File: src/cvc_pkg.sv
package cvc_pkg;

  localparam int unsigned MaxNodes = 8;
  localparam int unsigned VolBits  = 58;
  localparam int unsigned CentBits = 24;
  localparam int unsigned QuoBits  = 24;
  localparam logic [4:0]  CalcLast = 5'd18;
  localparam logic [4:0]  DivLast  = 5'(QuoBits + 1);

  localparam logic [CentBits-1:0] CentSat = 24'h800000;
  localparam logic [CentBits-1:0] CentMax = 24'h7FFFFF;

  // result status
  localparam logic [1:0] StOk       = 2'd0;
  localparam logic [1:0] StBadCount = 2'd1;
  localparam logic [1:0] StZeroVol  = 2'd2;

  // wide multiplier operand
  localparam logic [2:0] ASelV0  = 3'd0;
  localparam logic [2:0] ASelV1  = 3'd1;
  localparam logic [2:0] ASelV2  = 3'd2;
  localparam logic [2:0] ASelX   = 3'd3;
  localparam logic [2:0] ASelWlo = 3'd4;
  localparam logic [2:0] ASelWhi = 3'd5;

  // narrow multiplier operand
  localparam logic [3:0] BSelW0 = 4'd0;
  localparam logic [3:0] BSelW1 = 4'd1;
  localparam logic [3:0] BSelW2 = 4'd2;
  localparam logic [3:0] BSelU0 = 4'd3;
  localparam logic [3:0] BSelU1 = 4'd4;
  localparam logic [3:0] BSelU2 = 4'd5;
  localparam logic [3:0] BSelS0 = 4'd6;
  localparam logic [3:0] BSelS1 = 4'd7;
  localparam logic [3:0] BSelS2 = 4'd8;

  // datapath operations
  localparam logic [3:0] OpNop   = 4'd0;
  localparam logic [3:0] OpClr   = 4'd1;
  localparam logic [3:0] OpXSet  = 4'd2;
  localparam logic [3:0] OpXSub  = 4'd3;
  localparam logic [3:0] OpDSet  = 4'd4;
  localparam logic [3:0] OpDAdd  = 4'd5;
  localparam logic [3:0] OpDSub  = 4'd6;
  localparam logic [3:0] OpVol   = 4'd7;
  localparam logic [3:0] OpALo   = 4'd8;
  localparam logic [3:0] OpAHi   = 4'd9;
  localparam logic [3:0] OpDInit = 4'd10;
  localparam logic [3:0] OpDStep = 4'd11;
  localparam logic [3:0] OpDDone = 4'd12;
  localparam logic [3:0] OpOut   = 4'd13;

  // leaf tetrahedra: tet, pyramid, prism, hexahedron
  localparam logic [2:0] LeafTets [12][4] = '{
    '{3'd0, 3'd1, 3'd2, 3'd3},
    '{3'd0, 3'd1, 3'd2, 3'd4}, '{3'd0, 3'd2, 3'd3, 3'd4},
    '{3'd0, 3'd1, 3'd4, 3'd5}, '{3'd0, 3'd4, 3'd3, 3'd5}, '{3'd0, 3'd1, 3'd2, 3'd5},
    '{3'd0, 3'd1, 3'd5, 3'd6}, '{3'd0, 3'd5, 3'd4, 3'd6}, '{3'd0, 3'd1, 3'd2, 3'd6},
    '{3'd0, 3'd2, 3'd6, 3'd7}, '{3'd0, 3'd6, 3'd4, 3'd7}, '{3'd0, 3'd2, 3'd3, 3'd7}
  };

  typedef struct packed {
    logic [2:0] a_sel;
    logic [3:0] b_sel;
    logic [3:0] op;
    logic [1:0] axis;
  } cvc_sched_t;

  typedef struct packed {
    logic       wr_en;
    logic [2:0] wr_addr;
    logic       rd_en;
    logic [2:0] rd_addr;
    logic       cap_en;
    logic [1:0] cap_sel;
    logic [2:0] a_sel;
    logic [3:0] b_sel;
    logic [3:0] op;
    logic [1:0] axis;
    logic       tet;
    logic [1:0] status;
  } cvc_cmd_t;

  typedef struct packed {
    logic vsum_zero;
  } cvc_stat_t;

  // per-tet schedule: cross products, triple product, then weighted sums
  function automatic cvc_sched_t sched(input logic [4:0] step);
    cvc_sched_t s;
    s = '{a_sel: ASelV0, b_sel: BSelW0, op: OpNop, axis: 2'd0};
    case (step)
      5'd0: begin
        s.a_sel = ASelV1; s.b_sel = BSelW2;
      end
      5'd1: begin
        s.a_sel = ASelV2; s.b_sel = BSelW1; s.op = OpXSet;
      end
      5'd2: begin
        s.a_sel = ASelV0; s.b_sel = BSelW2; s.op = OpXSub;
      end
      5'd3: begin
        s.a_sel = ASelX; s.b_sel = BSelU0; s.op = OpXSet;
      end
      5'd4: begin
        s.a_sel = ASelV2; s.b_sel = BSelW0; s.op = OpDSet;
      end
      5'd5: begin
        s.a_sel = ASelV0; s.b_sel = BSelW1; s.op = OpXSub;
      end
      5'd6: begin
        s.a_sel = ASelX; s.b_sel = BSelU1; s.op = OpXSet;
      end
      5'd7: begin
        s.a_sel = ASelV1; s.b_sel = BSelW0; s.op = OpDSub;
      end
      5'd8: begin
        s.op = OpXSub;
      end
      5'd9: begin
        s.a_sel = ASelX; s.b_sel = BSelU2;
      end
      5'd10: begin
        s.op = OpDAdd;
      end
      5'd11: begin
        s.op = OpVol;
      end
      5'd12: begin
        s.a_sel = ASelWlo; s.b_sel = BSelS0;
      end
      5'd13: begin
        s.a_sel = ASelWhi; s.b_sel = BSelS0; s.op = OpALo; s.axis = 2'd0;
      end
      5'd14: begin
        s.a_sel = ASelWlo; s.b_sel = BSelS1; s.op = OpAHi; s.axis = 2'd0;
      end
      5'd15: begin
        s.a_sel = ASelWhi; s.b_sel = BSelS1; s.op = OpALo; s.axis = 2'd1;
      end
      5'd16: begin
        s.a_sel = ASelWlo; s.b_sel = BSelS2; s.op = OpAHi; s.axis = 2'd1;
      end
      5'd17: begin
        s.a_sel = ASelWhi; s.b_sel = BSelS2; s.op = OpALo; s.axis = 2'd2;
      end
      5'd18: begin
        s.op = OpAHi; s.axis = 2'd2;
      end
      default: begin
        s.op = OpNop;
      end
    endcase
    return s;
  endfunction

endpackage

File: src/cvc_controller.sv
module cvc_controller (
  input  logic                 clk_i,
  input  logic                 rst_ni,
  input  logic                 in_valid_i,
  input  logic                 in_last_i,
  output logic                 in_ready_o,
  output logic                 out_valid_o,
  input  logic                 out_ready_i,
  input  cvc_pkg::cvc_stat_t   stat_i,
  output cvc_pkg::cvc_cmd_t    cmd_o
);

  localparam logic [2:0] ST_LOAD = 3'd0;
  localparam logic [2:0] ST_READ = 3'd1;
  localparam logic [2:0] ST_CALC = 3'd2;
  localparam logic [2:0] ST_DIV  = 3'd3;
  localparam logic [2:0] ST_FIN  = 3'd4;

  logic [2:0] state_q, state_d;
  logic [4:0] cnt_q, cnt_d;
  logic [3:0] nodes_q, nodes_d;
  logic       ovf_q, ovf_d;
  logic       tet_q, tet_d;
  logic [3:0] first_q, first_d;
  logic [2:0] ntet_q, ntet_d;
  logic [2:0] ti_q, ti_d;
  logic [1:0] axis_q, axis_d;
  logic [1:0] status_q, status_d;
  logic       out_valid_q, out_valid_d;

  logic       in_xfer;
  logic       room;
  logic [3:0] nodes_new;
  logic       ovf_new;
  logic       good;
  logic [3:0] row;
  cvc_pkg::cvc_sched_t sc;

  assign in_ready_o  = (state_q == ST_LOAD);
  assign out_valid_o = out_valid_q;
  assign in_xfer     = in_valid_i && in_ready_o;
  assign room        = (nodes_q < 4'(cvc_pkg::MaxNodes));
  assign nodes_new   = nodes_q + {3'b000, room};
  assign ovf_new     = ovf_q || !room;
  assign good        = !ovf_new && (nodes_new inside {4'd4, 4'd5, 4'd6, 4'd8});
  assign row         = first_q + {1'b0, ti_q};
  assign sc          = cvc_pkg::sched(cnt_q);

  always_comb begin
    state_d     = state_q;
    cnt_d       = cnt_q;
    nodes_d     = nodes_q;
    ovf_d       = ovf_q;
    tet_d       = tet_q;
    first_d     = first_q;
    ntet_d      = ntet_q;
    ti_d        = ti_q;
    axis_d      = axis_q;
    status_d    = status_q;
    out_valid_d = out_valid_q && !out_ready_i;

    cmd_o         = '0;
    cmd_o.wr_addr = nodes_q[2:0];
    cmd_o.rd_addr = cvc_pkg::LeafTets[row][cnt_q[1:0]];
    cmd_o.cap_sel = cnt_q[1:0] - 2'd1;
    cmd_o.a_sel   = cvc_pkg::ASelV0;
    cmd_o.b_sel   = cvc_pkg::BSelW0;
    cmd_o.op      = cvc_pkg::OpNop;
    cmd_o.axis    = axis_q;
    cmd_o.tet     = tet_q;
    cmd_o.status  = status_q;

    case (state_q)
      ST_LOAD: begin
        if (in_xfer) begin
          cmd_o.wr_en = room;
          if (in_last_i) begin
            nodes_d = 4'd0;
            ovf_d   = 1'b0;
            if (good) begin
              cmd_o.op = cvc_pkg::OpClr;
              case (nodes_new)
                4'd5: begin
                  first_d = 4'd1; ntet_d = 3'd2; tet_d = 1'b0;
                end
                4'd6: begin
                  first_d = 4'd3; ntet_d = 3'd3; tet_d = 1'b0;
                end
                4'd8: begin
                  first_d = 4'd6; ntet_d = 3'd6; tet_d = 1'b0;
                end
                default: begin
                  first_d = 4'd0; ntet_d = 3'd1; tet_d = 1'b1;
                end
              endcase
              ti_d    = 3'd0;
              cnt_d   = 5'd0;
              state_d = ST_READ;
            end else begin
              status_d = cvc_pkg::StBadCount;
              state_d  = ST_FIN;
            end
          end else begin
            nodes_d = nodes_new;
            ovf_d   = ovf_new;
          end
        end
      end
      ST_READ: begin
        // read data lands in the cycle after its address
        cmd_o.rd_en  = (cnt_q < 5'd4);
        cmd_o.cap_en = (cnt_q != 5'd0);
        if (cnt_q == 5'd4) begin
          cnt_d   = 5'd0;
          state_d = ST_CALC;
        end else begin
          cnt_d = cnt_q + 5'd1;
        end
      end
      ST_CALC: begin
        cmd_o.a_sel = sc.a_sel;
        cmd_o.b_sel = sc.b_sel;
        cmd_o.op    = sc.op;
        cmd_o.axis  = sc.axis;
        if (cnt_q == cvc_pkg::CalcLast) begin
          cnt_d = 5'd0;
          if (ti_q == ntet_q - 3'd1) begin
            if (!tet_q && stat_i.vsum_zero) begin
              status_d = cvc_pkg::StZeroVol;
              state_d  = ST_FIN;
            end else begin
              axis_d  = 2'd0;
              state_d = ST_DIV;
            end
          end else begin
            ti_d    = ti_q + 3'd1;
            state_d = ST_READ;
          end
        end else begin
          cnt_d = cnt_q + 5'd1;
        end
      end
      ST_DIV: begin
        if (cnt_q == 5'd0) begin
          cmd_o.op = cvc_pkg::OpDInit;
        end else if (cnt_q == cvc_pkg::DivLast) begin
          cmd_o.op = cvc_pkg::OpDDone;
        end else begin
          cmd_o.op = cvc_pkg::OpDStep;
        end
        if (cnt_q == cvc_pkg::DivLast) begin
          cnt_d = 5'd0;
          if (axis_q == 2'd2) begin
            status_d = cvc_pkg::StOk;
            state_d  = ST_FIN;
          end else begin
            axis_d = axis_q + 2'd1;
          end
        end else begin
          cnt_d = cnt_q + 5'd1;
        end
      end
      ST_FIN: begin
        if (!out_valid_q || out_ready_i) begin
          cmd_o.op    = cvc_pkg::OpOut;
          out_valid_d = 1'b1;
          state_d     = ST_LOAD;
        end
      end
      default: begin
        state_d = ST_LOAD;
      end
    endcase
  end

  always_ff @(posedge clk_i or negedge rst_ni) begin
    if (!rst_ni) begin
      state_q     <= ST_LOAD;
      cnt_q       <= 5'd0;
      nodes_q     <= 4'd0;
      ovf_q       <= 1'b0;
      tet_q       <= 1'b0;
      first_q     <= 4'd0;
      ntet_q      <= 3'd1;
      ti_q        <= 3'd0;
      axis_q      <= 2'd0;
      status_q    <= cvc_pkg::StOk;
      out_valid_q <= 1'b0;
    end else begin
      state_q     <= state_d;
      cnt_q       <= cnt_d;
      nodes_q     <= nodes_d;
      ovf_q       <= ovf_d;
      tet_q       <= tet_d;
      first_q     <= first_d;
      ntet_q      <= ntet_d;
      ti_q        <= ti_d;
      axis_q      <= axis_d;
      status_q    <= status_d;
      out_valid_q <= out_valid_d;
    end
  end

endmodule

File: config.mk
export PLATFORM = sky130hd
export DESIGN_NAME = cvc_controller
export DESIGN_NICKNAME = d
export VERILOG_FILES = /design/src/cvc_pkg.sv /design/src/cvc_controller.sv
export SDC_FILE = /design/constraint.sdc
export NUM_CORES = 1
export LEC_CHECK = 0
export BUFFER_PORTS_ARGS = -buffer_cell sky130_fd_sc_hd__buf_2
export CAP_MARGIN = 20
export CORE_MARGIN = 2
export CORE_UTILIZATION = 45
export DETAILED_ROUTE_END_ITERATION = 16
export PLACE_DENSITY = 0.66
export REMOVE_ABC_BUFFERS = 1
export SLEW_MARGIN = 20
export SYNTH_ARGS = -nofsm -noshare
export SYNTH_HDL_FRONTEND = slang
export SYNTH_SLANG_ARGS = --single-unit
File: constraint.sdc
create_clock -name clk_i -period 5.7 [get_ports clk_i]
set_clock_uncertainty 0.2 [all_clocks]
set_input_delay 0.285 -clock clk_i [delete_from_list [all_inputs] [get_ports clk_i]]
set_output_delay 0.285 -clock clk_i [all_outputs]
set_load 0.01 [all_outputs]
==> flow_summary.yaml <==
yosys:
  synth_top_area_share_pct: 25.3
  synthTopCellsByArea: "dfrtp_1 25%, ha_1 8.3%, o21ai_0 5.8%, a21oi_1 5.2%, nor2_1 3.9%"
  netlist_area_mm2: 0.00257
  syn_area_per_cell_um2: 7.80
  synthTopCellsByCount: "30 x o21ai_0, 27 x a21oi_1, 27 x nor2_1, 26 x dfrtp_1, 26 x nand2_1"
  synth_edf_count: 0
  ys.warnings.count: 0
  yosysTopAreaCell: "dfrtp_1"
  dominantRegCellSynth: "dfrtp_1"
  synth.distinct_cells: 65
  ys_seq_area_share_pct: 26.3
  ys_ff_latch: 27
  ys_async_sr_fraction_pct: 100
  synth_cells: 330
  synth.most_common_cell: "o21ai_0"
clock_tree:
  clock_sinks: 27
  htree_levels: 1
  clockBufferDepth: 2
  clk_latency_ns: 0.27
  clk_pin_slew_ns: 0.09
  cts_made_buffers: 3
  cts_tree: "done"
  cts_setup_buffers: 0
  root_buffer: "clkbuf_8"
setup_path:
  slowest_delay_ns: 0.75
  crit_top_cell: "ha_1"
  crit_buf_inv: 2
  worst_path_max_delay_cell: "o21ai_1"
  critPathArrivalTime_ns: 3.21
  required_ns: 5.22
  cp-end-kind: "output port"
  cp-start-kind: "flop"
  crit_family: "compound AO/OA/AOI/OAI gates"
  cp_cell_sequence: "inv_1 > ha_1 > ha_1 > nor3_1 > a32o_1 > o21ai_1 > nand4_1 > buf_2"
  crit_fanout: 13
  critPathKind: "reg2out"
drt:
  routed_wl_um: 6230
  ant_nets: 0
  wire_per_inst_um: 15.1
  viasPerCell: 6.09
  dr.pass1.iters: 5
  drc: 0
  dr.first_iter.drc_count: 185
  vias: 2511
sta:
  fin_crit_sh_pct: 64.8
  max_freq_ghz: 0.271
  fin_crit_ns: 3.69
  worstMarginPinSlew_ns: 0.948
  tns_ns: 0
  rsz0062_at_grt: "no"
  final_hold_viol_count: 0
  slew_viol_final: 0
  relSlewSlack_pct: 36.4
  setup_ws_ns: 2.01
  setup_violations: 0
die:
  die_y_um: 79.6
  ios: 35
  die_area_mm2: 0.00634
  start_util_pct: 46.8
  core-area_mm2: 0.00551
  rows: 27
  die_w_um: 79.6
finish:
  final_cells: 412
  syn2layout_area_growth_pct: 7.34
  nets: 365
  layout-drive-gt1-share_pct: 15.6
  num_antenna_cells: 0
placed_design:
  place_inst: 407
  gp_congestion: 0.858
  numPortBuffers: 34
  dp_hpwl_um: 4520
  pre_cts_slack_ns: 2.33
global_routing:
  grt_max_degree: 28
  track_usage_pct: 20.8
  grt-ovfl-total: 0
  grt_pass1_wl_um: 10800
  antenna_found_initial: 0
  grt_pass1_vias: 2277
power:
  powerDensity_mw_per_mm2: 112
  leakagePower_nw: 1.30
  irDropWorstVdd_v: 0.0000724
min_path:
  hp-class: "in2reg"
job:
  max_cap_violations: 0
outcome:
  status: "completed"
[layout by cell type (no fill, tap or decap), types with 2 or more instances in the layout]
master / count
nand2_1: 26
dfrtp_1: 26
o32ai_1: 2
o311ai_0: 2
mux2_2: 5
a31oi_1: 4
o22ai_1: 4
nand4_1: 3
o221ai_1: 4
buf_2: 34
and3_1: 2
o41ai_1: 3
nand3_1: 10
a21o_1: 5
o311a_1: 2
xor2_1: 2
o31ai_1: 6
inv_1: 19
a21oi_1: 27
o21ai_0: 30
nor3_1: 15
nor2_1: 27
xnor2_1: 4
clkbuf_8: 3
nor2b_1: 4
o21a_1: 2
a211oi_1: 4
ha_1: 17
and2_1: 3
nand2b_1: 10
[per-stage QoR]
| step | util (%) | hold WS [ns] | power [W] | cell area, um^2 |
|---|---|---|---|---|
| after CTS | 50.2 | 0.111 | 0.000317 | 2760 |
| final | 50.2 | 0.124 | 0.000310 | 2760 |
| after detailed placement | 49.2 | 0.133 | 0.000204 | 2710 |
| after global routing | 50.2 | 0.139 | 0.000324 | 2760 |
| after global placement | 49.2 | 0.125 | 0.000203 | 2710 |
| after floorplan | - | -0.211 | 0.000197 | 2450 |
[final cells by class]
class	instances	area (um^2)
Tap cell	72	90.1
Timing Repair Buffer	35	180
Clock buffer	3	41.3
Clock inverter	1	5.00
Sequential cell	27	677
Multi-Input combinational cell	255	1700
Fill cell	535	2740
Inverter	19	71.3
[where the power goes]
part / switching, W / total [W] / internal (W)
logic: 0.00000616 / 0.00000859 / 0.00000244
registers: 0.0000000000000000000179 / 0.000191 / 0.000191
clock network: 0.0000613 / 0.000110 / 0.0000491
total: 0.0000675 / 0.000310 / 0.000243
[worst paths after layout]
path	start	to	slack [ns]	cells after the start
min in group asynchronous	rst_ni	nodes_q[0]	0.35	2
worst min register to register	first_q[0]	first_q[0]	0.30	2
worst max-delay path	nodes_q[3]	cmd_o[5]	2.01	8
max in group asynchronous	rst_ni	cnt_q[4]	4.55	2
worst max register to register	cnt_q[0]	status_q[1]	2.31	8
worst min-delay path	in_last_i	nodes_q[3]	0.12	2
[state kept, by name, indices dropped and copies added (netlist names)]
| signal | count |
|---|---|
| out_valid_o | 1 |
| first_q | 2 |
| cnt_q | 5 |
| ti_q | 3 |
| state_q | 3 |
| nodes_q | 4 |
| axis_q | 2 |
| status_q | 2 |
| ntet_q | 3 |
| ovf_q | 1 |
| tet_q | 1 |
[metal layers]
layer	global-route usage, %	part of all wire (%)
met1	31.7	49
met2	31.3	44
met3	2.15	6.4
met4	5.17	1.0
met5	0	0
[repair_timing]
item                                    in CTS  in global routing
gates resized for setup                      0                  0
endpoints found under the setup margin       0                  0
hold buffers                                 1                  0
hold endpoints to repair                    26                  0
[logic make-up (layout without fill, tap and decap cells)]
logic type / Yosys count / in the layout / share of synthesized area [%]
AOI/OAI and AO/OA: 111 / 111 / 29.1
xor gates and xnor gates: 7 / 7 / 2.92
adders and majority gates: 18 / 18 / 9.04
buffers and inverters: 48 / 58 / 7.73
DFF: 27 / 27 / 26.3
muxes: 7 / 7 / 3.16
and+or+nand+nor: 112 / 112 / 21.8
No activity file was read; power rests on OpenSTA's default activity.
